===== config.mk =====
export PLATFORM = sky130hd
export DESIGN_NAME = base64_stream_codec
export DESIGN_NICKNAME = d
export VERILOG_FILES = /design/src/b64sc_pkg.sv /design/src/b64sc_front.sv /design/src/b64sc_queue.sv /design/src/b64sc_back.sv /design/src/base64_stream_codec.sv
export SDC_FILE = /design/constraint.sdc
export NUM_CORES = 1
export LEC_CHECK = 0
export ABC_AREA = 1
export BUFFER_PORTS_ARGS = -buffer_cell sky130_fd_sc_hd__buf_2
export CORE_MARGIN = 5
export CORE_UTILIZATION = 51
export DETAILED_ROUTE_END_ITERATION = 12
export PLACE_DENSITY = 0.69
export SKIP_LAST_GASP = 1
export SLEW_MARGIN = 20
export SYNTH_ARGS = -nofsm -noshare
export SYNTH_HDL_FRONTEND = slang
export SYNTH_SLANG_ARGS = --single-unit

===== constraint.sdc =====
create_clock -name aclk -period 15.1 [get_ports aclk]
set_input_delay 3.02 -clock aclk [delete_from_list [all_inputs] [get_ports aclk]]
set_output_delay 3.02 -clock aclk [all_outputs]
set_load 0.1 [all_outputs]

===== src/b64sc_pkg.sv =====
// Shared types, constants and character mapping functions for the Base64 stream codec.
package b64sc_pkg;

    localparam int PADDR_W     = 3;
    localparam int QUEUE_DEPTH = 4;
    localparam int QPTR_W      = $clog2(QUEUE_DEPTH);
    localparam int QCNT_W      = $clog2(QUEUE_DEPTH + 1);

    // Register index codes (paddr[2])
    localparam logic REG_DIRECTION = 1'b0;

    // Direction codes
    localparam logic DIR_ENCODE = 1'b0;
    localparam logic DIR_DECODE = 1'b1;

    localparam logic [7:0] PAD_CHAR = 8'h3D;

    typedef struct packed {
        logic [7:0] in_byte;
        logic       in_last;
    } in_item_t;

    typedef struct packed {
        logic [7:0] out_byte;
        logic       out_last;
        logic       bad_char;
    } out_item_t;

    // One flushed group: up to four result bytes, emitted in index order
    typedef struct packed {
        logic [3:0][7:0] bytes;
        logic [2:0]      cnt;
        logic            last;
        logic            bad;
    } grp_t;

    typedef struct packed {
        logic       pad;
        logic       bad;
        logic [5:0] val;
    } sext_t;

    function automatic logic [7:0] b64_char(input logic [5:0] s);
        logic [7:0] c;
        if (s < 6'd26) begin
            c = 8'h41 + {2'b00, s};
        end else if (s < 6'd52) begin
            c = 8'h61 + {2'b00, s} - 8'd26;
        end else if (s < 6'd62) begin
            c = 8'h30 + {2'b00, s} - 8'd52;
        end else if (s == 6'd62) begin
            c = 8'h2B;
        end else begin
            c = 8'h2F;
        end
        return c;
    endfunction

    function automatic logic is_dropped(input logic [7:0] c);
        return (c == 8'h0D) || (c == 8'h0A) || (c == 8'h09) || (c == 8'h20) ||
               (c == 8'h08) || (c == 8'h07) || (c == 8'h0C) || (c == 8'h0B);
    endfunction

    // Bit 7 is ignored; pad and invalid characters give a zero sextet
    function automatic sext_t sextet_of(input logic [7:0] c);
        sext_t      r;
        logic [6:0] v;
        v = c[6:0];
        r = '0;
        if (v >= 7'h41 && v <= 7'h5A) begin
            r.val = 6'(v - 7'h41);
        end else if (v >= 7'h61 && v <= 7'h7A) begin
            r.val = 6'(v - 7'h61 + 7'd26);
        end else if (v >= 7'h30 && v <= 7'h39) begin
            r.val = 6'(v - 7'h30 + 7'd52);
        end else if (v == 7'h2B) begin
            r.val = 6'd62;
        end else if (v == 7'h2F) begin
            r.val = 6'd63;
        end else if (v == 7'h3D) begin
            r.pad = 1'b1;
        end else begin
            r.bad = 1'b1;
        end
        return r;
    endfunction

endpackage


===== src/b64sc_front.sv =====
// Front end: accepts items, gathers groups and pushes finished groups to the queue.
module b64sc_front (
    input  logic                aclk,
    input  logic                aresetn,
    input  logic                dir,
    input  logic                cfg_clear,
    input  logic                s_valid,
    output logic                s_ready,
    input  b64sc_pkg::in_item_t s_data,
    output logic                q_push,
    output b64sc_pkg::grp_t     q_data,
    input  logic                q_ready
);

    logic [23:0] group_bits_reg, group_bits_next;
    logic [2:0]  group_count_reg, group_count_next;
    logic [1:0]  pad_count_reg, pad_count_next;
    logic        group_bad_reg, group_bad_next;

    b64sc_pkg::sext_t sx;
    logic             drop;
    logic             accept;

    logic [23:0] enc_bits, enc_al;
    logic [2:0]  enc_cnt;
    logic        enc_flush;
    b64sc_pkg::grp_t enc_grp;

    logic [23:0] dn_bits, src_bits, dec_al;
    logic [2:0]  dn_cnt, src_cnt, nonpad, nbytes;
    logic [1:0]  dn_pad, src_pad;
    logic        dn_bad, src_bad;
    logic        dec_flush;
    b64sc_pkg::grp_t dec_grp;

    logic flush;

    assign s_ready = q_ready;
    assign accept  = s_valid && s_ready;

    always_comb begin
        sx   = b64sc_pkg::sextet_of(s_data.in_byte);
        drop = b64sc_pkg::is_dropped(s_data.in_byte);

        // encode: left-align a short group so sextets sit at fixed places
        enc_bits = {group_bits_reg[15:0], s_data.in_byte};
        enc_cnt  = group_count_reg + 3'd1;
        unique case (enc_cnt)
            3'd1:    enc_al = enc_bits << 16;
            3'd2:    enc_al = enc_bits << 8;
            default: enc_al = enc_bits;
        endcase
        for (int k = 0; k < 4; k++) begin
            enc_grp.bytes[k] = (3'(k) <= enc_cnt) ?
                               b64sc_pkg::b64_char(enc_al[23-6*k -: 6]) :
                               b64sc_pkg::PAD_CHAR;
        end
        enc_grp.cnt  = 3'd4;
        enc_grp.last = s_data.in_last;
        enc_grp.bad  = 1'b0;
        enc_flush    = (enc_cnt >= 3'd3) || s_data.in_last;

        // decode: a dropped character carrying in_last flushes the state as it stands
        dn_bits = {group_bits_reg[17:0], sx.val};
        dn_cnt  = group_count_reg + 3'd1;
        dn_pad  = pad_count_reg + {1'b0, (sx.pad && pad_count_reg != 2'd3)};
        dn_bad  = group_bad_reg | sx.bad;
        if (drop) begin
            src_bits  = group_bits_reg;
            src_cnt   = group_count_reg;
            src_pad   = pad_count_reg;
            src_bad   = group_bad_reg;
            dec_flush = s_data.in_last && (group_count_reg != 3'd0);
        end else begin
            src_bits  = dn_bits;
            src_cnt   = dn_cnt;
            src_pad   = dn_pad;
            src_bad   = dn_bad;
            dec_flush = (dn_cnt == 3'd4) || s_data.in_last;
        end
        unique case (src_cnt)
            3'd1:    dec_al = src_bits << 18;
            3'd2:    dec_al = src_bits << 12;
            3'd3:    dec_al = src_bits << 6;
            default: dec_al = src_bits;
        endcase
        nonpad = ({1'b0, src_pad} < src_cnt) ? (src_cnt - {1'b0, src_pad}) : 3'd0;
        nbytes = (nonpad > 3'd1) ? (nonpad - 3'd1) : 3'd0;
        dec_grp.bytes[0] = dec_al[23:16];
        dec_grp.bytes[1] = dec_al[15:8];
        dec_grp.bytes[2] = dec_al[7:0];
        dec_grp.bytes[3] = 8'h00;
        dec_grp.cnt      = nbytes;
        dec_grp.last     = s_data.in_last;
        dec_grp.bad      = src_bad;

        if (dir == b64sc_pkg::DIR_DECODE) begin
            q_data = dec_grp;
            flush  = dec_flush;
        end else begin
            q_data = enc_grp;
            flush  = enc_flush;
        end
        // a decode group with no byte to give is dropped here
        q_push = accept && flush && (q_data.cnt != 3'd0);
    end

    always_comb begin
        group_bits_next  = group_bits_reg;
        group_count_next = group_count_reg;
        pad_count_next   = pad_count_reg;
        group_bad_next   = group_bad_reg;
        if (cfg_clear || (accept && flush)) begin
            group_bits_next  = '0;
            group_count_next = '0;
            pad_count_next   = '0;
            group_bad_next   = 1'b0;
        end else if (accept) begin
            if (dir == b64sc_pkg::DIR_ENCODE) begin
                group_bits_next  = enc_bits;
                group_count_next = enc_cnt;
            end else if (!drop) begin
                group_bits_next  = dn_bits;
                group_count_next = dn_cnt;
                pad_count_next   = dn_pad;
                group_bad_next   = dn_bad;
            end
        end
    end

    always_ff @(posedge aclk) begin
        if (!aresetn) begin
            group_bits_reg  <= '0;
            group_count_reg <= '0;
            pad_count_reg   <= '0;
            group_bad_reg   <= 1'b0;
        end else begin
            group_bits_reg  <= group_bits_next;
            group_count_reg <= group_count_next;
            pad_count_reg   <= pad_count_next;
            group_bad_reg   <= group_bad_next;
        end
    end

endmodule


===== src/b64sc_queue.sv =====
// Short group queue between the front and back ends.
module b64sc_queue (
    input  logic            aclk,
    input  logic            aresetn,
    input  logic            push,
    input  b64sc_pkg::grp_t push_data,
    output logic            push_ready,
    input  logic            pop,
    output b64sc_pkg::grp_t pop_data,
    output logic            pop_valid
);

    b64sc_pkg::grp_t mem [b64sc_pkg::QUEUE_DEPTH];

    logic [b64sc_pkg::QPTR_W-1:0] wr_ptr_reg, wr_ptr_next;
    logic [b64sc_pkg::QPTR_W-1:0] rd_ptr_reg, rd_ptr_next;
    logic [b64sc_pkg::QCNT_W-1:0] count_reg, count_next;

    assign push_ready = (count_reg != b64sc_pkg::QCNT_W'(b64sc_pkg::QUEUE_DEPTH));
    assign pop_valid  = (count_reg != '0);
    assign pop_data   = mem[rd_ptr_reg];

    always_comb begin
        wr_ptr_next = wr_ptr_reg;
        rd_ptr_next = rd_ptr_reg;
        count_next  = count_reg;
        if (push) begin
            wr_ptr_next = wr_ptr_reg + 1'b1;
        end
        if (pop) begin
            rd_ptr_next = rd_ptr_reg + 1'b1;
        end
        if (push && !pop) begin
            count_next = count_reg + 1'b1;
        end else if (pop && !push) begin
            count_next = count_reg - 1'b1;
        end
    end

    always_ff @(posedge aclk) begin
        if (push) begin
            mem[wr_ptr_reg] <= push_data;
        end
    end

    always_ff @(posedge aclk) begin
        if (!aresetn) begin
            wr_ptr_reg <= '0;
            rd_ptr_reg <= '0;
            count_reg  <= '0;
        end else begin
            wr_ptr_reg <= wr_ptr_next;
            rd_ptr_reg <= rd_ptr_next;
            count_reg  <= count_next;
        end
    end

`ifndef ASSERT_OFF
    a_count_bound: assert property (@(posedge aclk) disable iff (!aresetn)
        count_reg <= b64sc_pkg::QCNT_W'(b64sc_pkg::QUEUE_DEPTH))
        else $error("queue count above depth");

    a_empty_ptrs: assert property (@(posedge aclk) disable iff (!aresetn)
        (count_reg == '0) |-> (rd_ptr_reg == wr_ptr_reg))
        else $error("queue empty with pointers apart");

    a_push_grows: assert property (@(posedge aclk) disable iff (!aresetn)
        (push && !pop) |=> (count_reg == $past(count_reg) + 1'b1))
        else $error("push without pop did not grow queue");
`endif

endmodule


===== src/b64sc_back.sv =====
// Back end: pulls groups from the queue and hands out their result items one at a time.
module b64sc_back (
    input  logic                 aclk,
    input  logic                 aresetn,
    input  logic                 pop_valid,
    input  b64sc_pkg::grp_t      pop_data,
    output logic                 pop,
    output logic                 m_valid,
    input  logic                 m_ready,
    output b64sc_pkg::out_item_t m_data
);

    b64sc_pkg::grp_t cur_reg, cur_next;
    logic            cur_valid_reg, cur_valid_next;
    logic [1:0]      idx_reg, idx_next;

    logic fire;
    logic last_of;

    assign last_of = ({1'b0, idx_reg} == (cur_reg.cnt - 3'd1));
    assign fire    = cur_valid_reg && m_ready;
    assign pop     = pop_valid && (!cur_valid_reg || (fire && last_of));

    assign m_valid         = cur_valid_reg;
    assign m_data.out_byte = cur_reg.bytes[idx_reg];
    assign m_data.out_last = cur_reg.last && last_of;
    assign m_data.bad_char = cur_reg.bad;

    always_comb begin
        cur_next       = cur_reg;
        cur_valid_next = cur_valid_reg;
        idx_next       = idx_reg;
        if (pop) begin
            cur_next       = pop_data;
            cur_valid_next = 1'b1;
            idx_next       = '0;
        end else if (fire) begin
            if (last_of) begin
                cur_valid_next = 1'b0;
            end else begin
                idx_next = idx_reg + 2'd1;
            end
        end
    end

    always_ff @(posedge aclk) begin
        cur_reg <= cur_next;
    end

    always_ff @(posedge aclk) begin
        if (!aresetn) begin
            cur_valid_reg <= 1'b0;
            idx_reg       <= '0;
        end else begin
            cur_valid_reg <= cur_valid_next;
            idx_reg       <= idx_next;
        end
    end

`ifndef ASSERT_OFF
    a_idx_in_group: assert property (@(posedge aclk) disable iff (!aresetn)
        cur_valid_reg |-> ({1'b0, idx_reg} < cur_reg.cnt))
        else $error("item index beyond group size");

    a_no_empty_group: assert property (@(posedge aclk) disable iff (!aresetn)
        cur_valid_reg |-> (cur_reg.cnt != 3'd0))
        else $error("empty group held in back end");

    a_pop_loads: assert property (@(posedge aclk) disable iff (!aresetn)
        pop |=> (cur_valid_reg && idx_reg == 2'd0))
        else $error("popped group not loaded");
`endif

endmodule


===== src/base64_stream_codec.sv =====
// Top level of the Base64 stream codec: config register, front end, queue, back end.
//
//  channel  direction  handshake        payload
//  s_       in         s_valid/s_ready  in_item_t  {in_byte, in_last}
//  m_       out        m_valid/m_ready  out_item_t {out_byte, out_last, bad_char}
//  apb      in         psel/penable     direction at paddr 0
//
// The front end takes one item per cycle while the queue is not full; the group that an
// item flushes is written to the queue, then loaded into the back end, which gives one
// result per cycle while m_ready is high. Encode yields four results for every three
// items, so the output side limits it; decode sustains one item per cycle.
// s_ready drops only while the four-group queue is full.
// Reset is synchronous and takes effect at the next clock edge; there is no clearing pass.
module base64_stream_codec (
    input  logic                             aclk,
    input  logic                             aresetn,
    input  logic                             psel,
    input  logic                             penable,
    input  logic                             pwrite,
    input  logic [b64sc_pkg::PADDR_W-1:0]    paddr,
    input  logic [31:0]                      pwdata,
    output logic [31:0]                      prdata,
    output logic                             pready,
    input  logic                             s_valid,
    output logic                             s_ready,
    input  b64sc_pkg::in_item_t              s_data,
    output logic                             m_valid,
    input  logic                             m_ready,
    output b64sc_pkg::out_item_t             m_data
);

    logic direction_reg, direction_next;
    logic cfg_clear;

    logic            q_push, q_ready, q_pop, q_valid;
    b64sc_pkg::grp_t q_in, q_out;

    assign pready    = 1'b1;
    assign cfg_clear = psel && penable && pwrite &&
                       (paddr[2] == b64sc_pkg::REG_DIRECTION);
    assign prdata    = (paddr[2] == b64sc_pkg::REG_DIRECTION) ?
                       {31'b0, direction_reg} : 32'b0;

    always_comb begin
        direction_next = direction_reg;
        if (cfg_clear) begin
            direction_next = pwdata[0];
        end
    end

    always_ff @(posedge aclk) begin
        if (!aresetn) begin
            direction_reg <= b64sc_pkg::DIR_ENCODE;
        end else begin
            direction_reg <= direction_next;
        end
    end

    b64sc_front u_front (
        .aclk      (aclk),
        .aresetn   (aresetn),
        .dir       (direction_reg),
        .cfg_clear (cfg_clear),
        .s_valid   (s_valid),
        .s_ready   (s_ready),
        .s_data    (s_data),
        .q_push    (q_push),
        .q_data    (q_in),
        .q_ready   (q_ready)
    );

    b64sc_queue u_queue (
        .aclk       (aclk),
        .aresetn    (aresetn),
        .push       (q_push),
        .push_data  (q_in),
        .push_ready (q_ready),
        .pop        (q_pop),
        .pop_data   (q_out),
        .pop_valid  (q_valid)
    );

    b64sc_back u_back (
        .aclk      (aclk),
        .aresetn   (aresetn),
        .pop_valid (q_valid),
        .pop_data  (q_out),
        .pop       (q_pop),
        .m_valid   (m_valid),
        .m_ready   (m_ready),
        .m_data    (m_data)
    );

endmodule


=== Word level (Yosys, flattened, before mapping) ===
Memory sizes are Yosys's and may differ from the RTL's. A register that Yosys moved wholly into a read port is not among the register bits.
Index checks and enable logic that the tools add are counted.

* Eq/ne operators: 24
* Order comparisons: 26
* Bitwise gates (word level): 4
* Reductions and logical operators: 42
* Add/subtract/negate cells: 35
* Mux-type cells: 55

{| class="wikitable"
|+ Operators with widths
! cell !! number
|-
| two-way mux 8 bit || 17
|-
| case mux 24 bit (3 select lines) || 1
|-
| adder 7 x 6 -> 8 bit, first input constant || 8
|-
| equality test 8 x 4 -> 1 bit, second input constant || 6
|-
| < comparator 6 bit, second input constant || 8
|-
| two-way mux 24 bit || 2
|-
| case mux 24 bit (2 select lines) || 1
|-
| two-way mux 37 bit || 1
|-
| subtractor 8 x 5 -> 8 bit, second input constant || 4
|-
| subtractor 8 x 6 -> 8 bit, second input constant || 4
|-
| two-way mux 3 bit || 10
|-
| two-way mux 6 bit || 5
|-
| adder 6 x 6 -> 7 bit, first input constant || 4
|-
| equality test 6 bit, second input constant || 4
|-
| < comparator 6 x 5 -> 1 bit, second input constant || 4
|-
| equality test 7 x 6 -> 1 bit, second input constant || 3
|-
| logical AND 1 bit || 17
|-
| binary-select mux 8 bit (select 2 bit) || 1
|-
| >= comparator 7 bit, second input constant || 2
|-
| less-or-equal comparator 7 bit, second input constant || 2
|-
| two-way mux 2 bit || 6
|-
| subtractor 6 bit, second input constant || 2
|-
| logical OR 1 bit || 11
|-
| two-way mux 1 bit || 11
|-
| other kinds (31) || 52
|}

* RAM bits: 148
* Flip-flop bits (word level): 41
* Output and inout bits: 45
* Memories: 1
* Input port bits: 51

{| class="wikitable"
|+ Memories
! name !! depth !! width !! rd ports !! clocked after memory_dff !! write ports !! RTL line !! RTL
|-
| u_queue.mem || 4 || 37 || 1 || 1 || 1 || b64sc_queue.sv:13 || <nowiki>b64sc_pkg::grp_t mem [b64sc_pkg::QUEUE_DEPTH];</nowiki>
|}

=== Depth between registers and ports, before layout ===
* Depth after elaboration: 21
* Depth in mapped cells: 36
* Mapped depth without buffers: 35

=== Cells and area by module ===
Synthesis repeated with hierarchy kept, for this count alone.

* Cells, all modules: 1612
* Area, all modules: 13400.4 sq um

{| class="wikitable"
|+ Modules (own cells, without submodules)
! module !! cells each !! seq. area each (sq um) !! area an instance (sq um) !! instances
|-
| b64sc_queue || 416 || 4624.4 || 5931.9 || 1
|-
| b64sc_front || 1026 || 600.6 || 5542.8 || 1
|-
| b64sc_back || 121 || 1171.1 || 1601.5 || 1
|-
| base64_stream_codec || 49 || 20.0 || 324.1 || 1
|}

=== Worst setup path before layout ===
Ideal clock, no wire load.

* Kind: input to register
* From: input s_data[3] in the netlist's numbering
* To: memory u_queue.mem[0][0] in the netlist's numbering (enable)
* Required time: 14.669 ns
* Setup slack: 7.291 ns
* Data arrival time: 7.378 ns
* Setup time: 0.431 ns
* Cell stages on the path: 26
* Cells stage by stage: buf_2 -> inv_2 -> nand2_1 -> nor2_1 -> nand2_1 -> nor2_1 -> nand2_1 -> nand4_2 -> nand3_1 -> nor2_1 -> ha_1 -> xnor2_1 -> nand2_2 -> nand2_2 -> nand2_1 -> and2_1 -> ha_1 -> nand2_1 -> ha_1 -> inv_1 -> o211ai_2 -> nor2_1 -> nor2_2 -> nand2_2 -> nand2_2 -> nor2_1

* Longest elaborated chain between the ends: 19
* Elaborated cells on any way between the ends: 51
* Classes of those cells: 3 x add/sub; 8 x order compare; 11 x eq/ne; 15 x mux; 14 x reduce/logical

{| class="wikitable"
|+ Ends and longest elaborated chain
! item !! RTL line !! RTL
|-
| start, declared || base64_stream_codec.sv:26 || <nowiki>input b64sc_pkg::in_item_t s_data,</nowiki>
|-
| equality test 7 x 6 -> 1 bit || b64sc_pkg.sv:80 || <nowiki>end else if (v == 7'h3D) begin</nowiki>
|-
| two-way mux 1 bit || b64sc_pkg.sv:80 ||
|-
| two-way mux 2 bit || b64sc_pkg.sv:78 || <nowiki>end else if (v == 7'h2F) begin</nowiki>
|-
| two-way mux 2 bit || b64sc_pkg.sv:76 || <nowiki>end else if (v == 7'h2B) begin</nowiki>
|-
| two-way mux 2 bit || b64sc_pkg.sv:74 || <nowiki>end else if (v >= 7'h30 && v <= 7'h39) begin</nowiki>
|-
| two-way mux 2 bit || b64sc_pkg.sv:72 || <nowiki>end else if (v >= 7'h61 && v <= 7'h7A) begin</nowiki>
|-
| two-way mux 2 bit || b64sc_pkg.sv:70 || <nowiki>if (v >= 7'h41 && v <= 7'h5A) begin</nowiki>
|-
| logical AND 1 bit || b64sc_front.sv:66 || <nowiki>dn_pad = pad_count_reg + {1'b0, (sx.pad && pad_count_reg != 2'd3)};</nowiki>
|-
| (+3 left out) || n/a ||
|-
| two-way mux 3 bit || b64sc_front.sv:87 || <nowiki>nonpad = ({1'b0, src_pad} < src_cnt) ? (src_cnt - {1'b0, src_pad}) : 3'd0;</nowiki>
|-
| subtractor 3 x 1 -> 3 bit / > comparator 3 x 1 -> 1 bit (equally long branches) || b64sc_front.sv:88 || <nowiki>nbytes = (nonpad > 3'd1) ? (nonpad - 3'd1) : 3'd0;</nowiki>
|-
| two-way mux 3 bit || b64sc_front.sv:88 ||
|-
| two-way mux 37 bit || b64sc_front.sv:97 || <nowiki>if (dir == b64sc_pkg::DIR_DECODE) begin</nowiki>
|-
| nonzero test 3 bit || b64sc_front.sv:105 || <nowiki>q_push = accept && flush && (q_data.cnt != 3'd0);</nowiki>
|-
| logical AND 1 bit * || b64sc_front.sv:105 ||
|-
| two-way mux 1 bit * || b64sc_queue.sv:41 || <nowiki>if (push) begin</nowiki>
|-
| two-way mux 1 bit (implied by the code) * || b64sc_queue.sv:42 || <nowiki>mem[wr_ptr_reg] <= push_data;</nowiki>
|-
| end, declared || b64sc_queue.sv:13 ||
|}

Every way passes the cells marked *; elsewhere a longest branch is shown, timed or not.

=== Worst setup path in the final report ===
* From: input s_data[4] in the netlist's numbering
* To: register u_queue.count_reg[2] in the netlist's numbering

* Longest elaborated chain between the ends: 20
* Elaborated cells on any way between the ends: 54
* Classes of those cells: 3 x add/sub; 8 x order compare; 11 x eq/ne; 14 x mux; 18 x reduce/logical

{| class="wikitable"
|+ Ends and longest elaborated chain
! item !! RTL line !! RTL
|-
| equality test 7 x 6 -> 1 bit || b64sc_pkg.sv:80 ||
|-
| two-way mux 1 bit || b64sc_pkg.sv:80 ||
|-
| two-way mux 2 bit || b64sc_pkg.sv:78 ||
|-
| two-way mux 2 bit || b64sc_pkg.sv:76 ||
|-
| two-way mux 2 bit || b64sc_pkg.sv:74 ||
|-
| two-way mux 2 bit || b64sc_pkg.sv:72 ||
|-
| two-way mux 2 bit || b64sc_pkg.sv:70 ||
|-
| logical AND 1 bit || b64sc_front.sv:66 ||
|-
| (+2 left out) || n/a ||
|-
| net u_front.src_pad[0] || b64sc_front.sv:31 || <nowiki>logic [1:0] dn_pad, src_pad;</nowiki>
|-
| (+3 left out) || n/a ||
|-
| two-way mux 3 bit * || b64sc_front.sv:88 ||
|-
| two-way mux 37 bit * || b64sc_front.sv:97 ||
|-
| nonzero test 3 bit * || b64sc_front.sv:105 ||
|-
| logical AND 1 bit * || b64sc_front.sv:105 ||
|-
| net q_push || base64_stream_codec.sv:35 || <nowiki>logic q_push, q_ready, q_pop, q_valid;</nowiki>
|-
| zero test 1 bit || b64sc_queue.sv:35 || <nowiki>end else if (pop && !push) begin</nowiki>
|-
| logical AND 1 bit || b64sc_queue.sv:35 ||
|-
| nonzero test 2 bit (no line) || n/a ||
|-
| end signal, assigned || b64sc_queue.sv:54 || <nowiki>count_reg <= count_next;</nowiki>
|-
| end, declared || b64sc_queue.sv:17 || <nowiki>logic [b64sc_pkg::QCNT_W-1:0] count_reg, count_next;</nowiki>
|}

The timed path passes the listed nets; every way through them passes the cells marked *.
A chain may end at the register's enable or synchronous reset.

==> results_dict.tcl <==
set metrics [dict create \
    status "complete, no violations" \
    period_share 0.493 \
    synthToLayoutAreaGrowth_pct 7.81 \
    yosysMostFrequentCell "nand2_1" \
    globalRouteOverflowTotal 0 \
    drt-vias-per-instance 5.81 \
    drv_cap 0 \
    numPortBuffers 30 \
    die_width_um 172 \
    clk_path_buf_depth 3 \
    setup.worst_path.end_class "flip-flop" \
    setup_violations 0 \
    multi_input_area_um2 5960 \
    cts_tree "built" \
    finalMaxSlewViolations 0 \
    drive_above_1_share 0.116 \
    die-area_um2 29500 \
    firstDrtPassIters 5 \
    period_needed_ns 7.45 \
    cp.arrival_ns 7.90 \
    diodes 0 \
    synth_edf_count 185 \
    final_cells 1848 \
    relSlewSlack 0.266 \
    initial_core_util 0.516 \
    hold_path_class "reg2reg" \
    yosysTopAreaCell "edfxtp_1" \
    postSynthAreaPerCell_um2 8.96 \
    clk_pin_slew_worst_paths_ns 0.06 \
    synth-seq-cells 226 \
    r2r_cells 17 \
    r2r_start "u_front.group_count_reg[0]" \
    rsz0062_at_grt "no" \
    total_power_mw 2.61 \
    yosysSeqAreaShare 0.477 \
    drtIter0Drc 1138 \
    routed-via-count 10700 \
    cts-htree-levels 1 \
    nNetsFinal 1612 \
    antenna_found_initial 0 \
    ys_top_cells_by_count "nand2_1 (190), edfxtp_1 (185), nor2_1 (180)" \
    wl_per_cell_um 18.5 \
    final.setup.tns_ns 0 \
    r2r_slack_ns 10.82 \
    regArea_um2 6380 \
    synth_top_area_share 0.416 \
    powerDensity_nw_per_um2 181 \
    ys_types 59 \
    fin_area_um2 14400 \
    worstMarginPinSlew_ns 1.10 \
    drc 0 \
    hold_violations 0 \
    critPathMaxStageDelay_ns 0.45 \
    dpl-instance-area_um2 13600 \
    die_h_um 172 \
    clock_sinks 226 \
    clock_latency_ns 0.52 \
    peakVddDrop_mv 0.226 \
    crit_required_ns 15.55 \
    async_flop_share 0 \
    slowest_stage "inv_1" \
    core-area_um2 25900 \
    hpwl_mm 22.6 \
    routabilityCongestion 0.939 \
    yosys-top-cells-area "edfxtp_1 (42%), o21ai_0 (6.4%), dfxtp_1 (6.1%), ha_1 (6.1%), nand2_1 (5.3%)" \
    p_leak_nw 5.58 \
    wirelength_mm 34.1 \
    first_global_vias 9990 \
    postCtsSetupRepairBufs 0 \
    grt_usage 0.227 \
    clock.fmax_mhz 134 \
    antenna_left 0 \
    ios 96 \
    nFillCells 2306 \
    syn_area_um2 13400 \
    cp-start-kind "primary input" \
    grt_pass1_wl_mm 53.3 \
    cts-root-buf "clkbuf_16" \
    endpoint "u_queue.count_reg[2]" \
    startpoint "s_data[4]" \
    largest_reg_flops 148 \
    r2r-end "u_queue.mem[1][18]" \
    syn_inst 1492 \
    cts_buffers 24 \
    crit_type "in2reg" \
    cp_max_fo 41 \
    critical_path.most_common_cell "nand2_1" \
    synth_flop_cell "edfxtp_1" \
    grt_max_degree 77 \
    ys_warn_count 0 \
    cts_resized 0 \
    cts_hold_buffers 0 \
    post-place-cells 1804 \
    finalClockSkew_ns 0.0118 \
    fp-row-count 59 \
]
==> metrics by stage <==
stage | util | hold slack [ns] | worst slack, ns
2_1_floorplan | - | 0.444 | 7.29
3_3_place_gp | 0.526 | 0.455 | 7.21
3_5_place_dp | 0.526 | 0.456 | 7.19
4_1_cts | 0.556 | 0.466 | 7.71
5_1_grt | 0.556 | 0.487 | 7.15
6_report | 0.556 | 0.463 | 7.65
==> worst max-delay path: cells and delay by family <==
family,cells,cell delay (ns)
adder cells (fa/ha/maj),5,1.36
AND/OR/NAND/NOR,16,1.79
buffers and inverters,8,1.36
AO/OA/AOI/OAI,4,0.37
==> power breakdown <==
group	switching [mW]	internal, mW	total (mW)
clock	0.242	0.332	0.574
combinational	0.832	0.268	1.10
sequential	0.0537	0.880	0.934
==> kinds of logic (layout without fill, tap and decap cells) <==
family,after synthesis,in the layout,synth area share
simple gates,490,490,0.160
compound gates,418,418,0.195
buf+inv,265,256,0.0884
flops,226,226,0.477
fa+ha+maj,66,66,0.0623
xor+xnor,25,25,0.0169
other cells,2,32,0.000562
==> routing by layer <==
layer | wire (µm) | GRT usage
met5 | 0 | 0
met3 | 2540 | 0.0283
met1 | 14700 | 0.320
met4 | 920 | 0.0656
met2 | 16000 | 0.371
==> cells in the final DEF, fill, tap and decap left out, types with 16 or more instances in the layout <==
| cell | Yosys | routed |
|---|---|---|
| nor2_1 | 180 | 175 |
| dfxtp_1 | 41 | 40 |
| o22ai_1 | 61 | 61 |
| a21oi_1 | 71 | 71 |
| conb_1 | 2 | 32 |
| xor2_1 | 16 | 16 |
| o21ai_0 | 171 | 171 |
| clkbuf_16 | 0 | 25 |
| inv_1 | 151 | 150 |
| edfxtp_1 | 185 | 185 |
| ha_1 | 65 | 65 |
| nand3_1 | 59 | 59 |
| o211ai_1 | 26 | 26 |
| nand2_1 | 190 | 190 |
| inv_2 | 15 | 16 |
| buf_2 | 9 | 30 |
| o21ai_1 | 21 | 21 |
==> how the worst min path moves through the flow <==
| stage | slack [ns] | cells after the start | to | from |
|---|---|---|---|---|
| global route | 0.49 | 2 | u_front.group_bits_reg[23] | u_front.group_bits_reg[23] |
| finish | 0.46 | 2 | u_front.group_bits_reg[23] | u_front.group_bits_reg[23] |
| global placement | 0.46 | 2 | u_front.group_bits_reg[23] | u_front.group_bits_reg[23] |
| floorplan | 0.44 | 2 | u_front.group_bits_reg[23] | u_front.group_bits_reg[23] |
| CTS | 0.47 | 2 | u_front.group_bits_reg[23] | u_front.group_bits_reg[23] |
| detailed placement | 0.46 | 2 | u_front.group_bits_reg[23] | u_front.group_bits_reg[23] |
==> area by class of cell <==
type,instances,share of cell area
flip-flops and latches,226,0.443
multi-input cells,1031,0.414
clock buffers,32,0.0466
inverters,170,0.0448
well taps,335,0.0291
repair buffers,42,0.0167
clock inverters,12,0.00677
(Power assumes the default switching activity.)
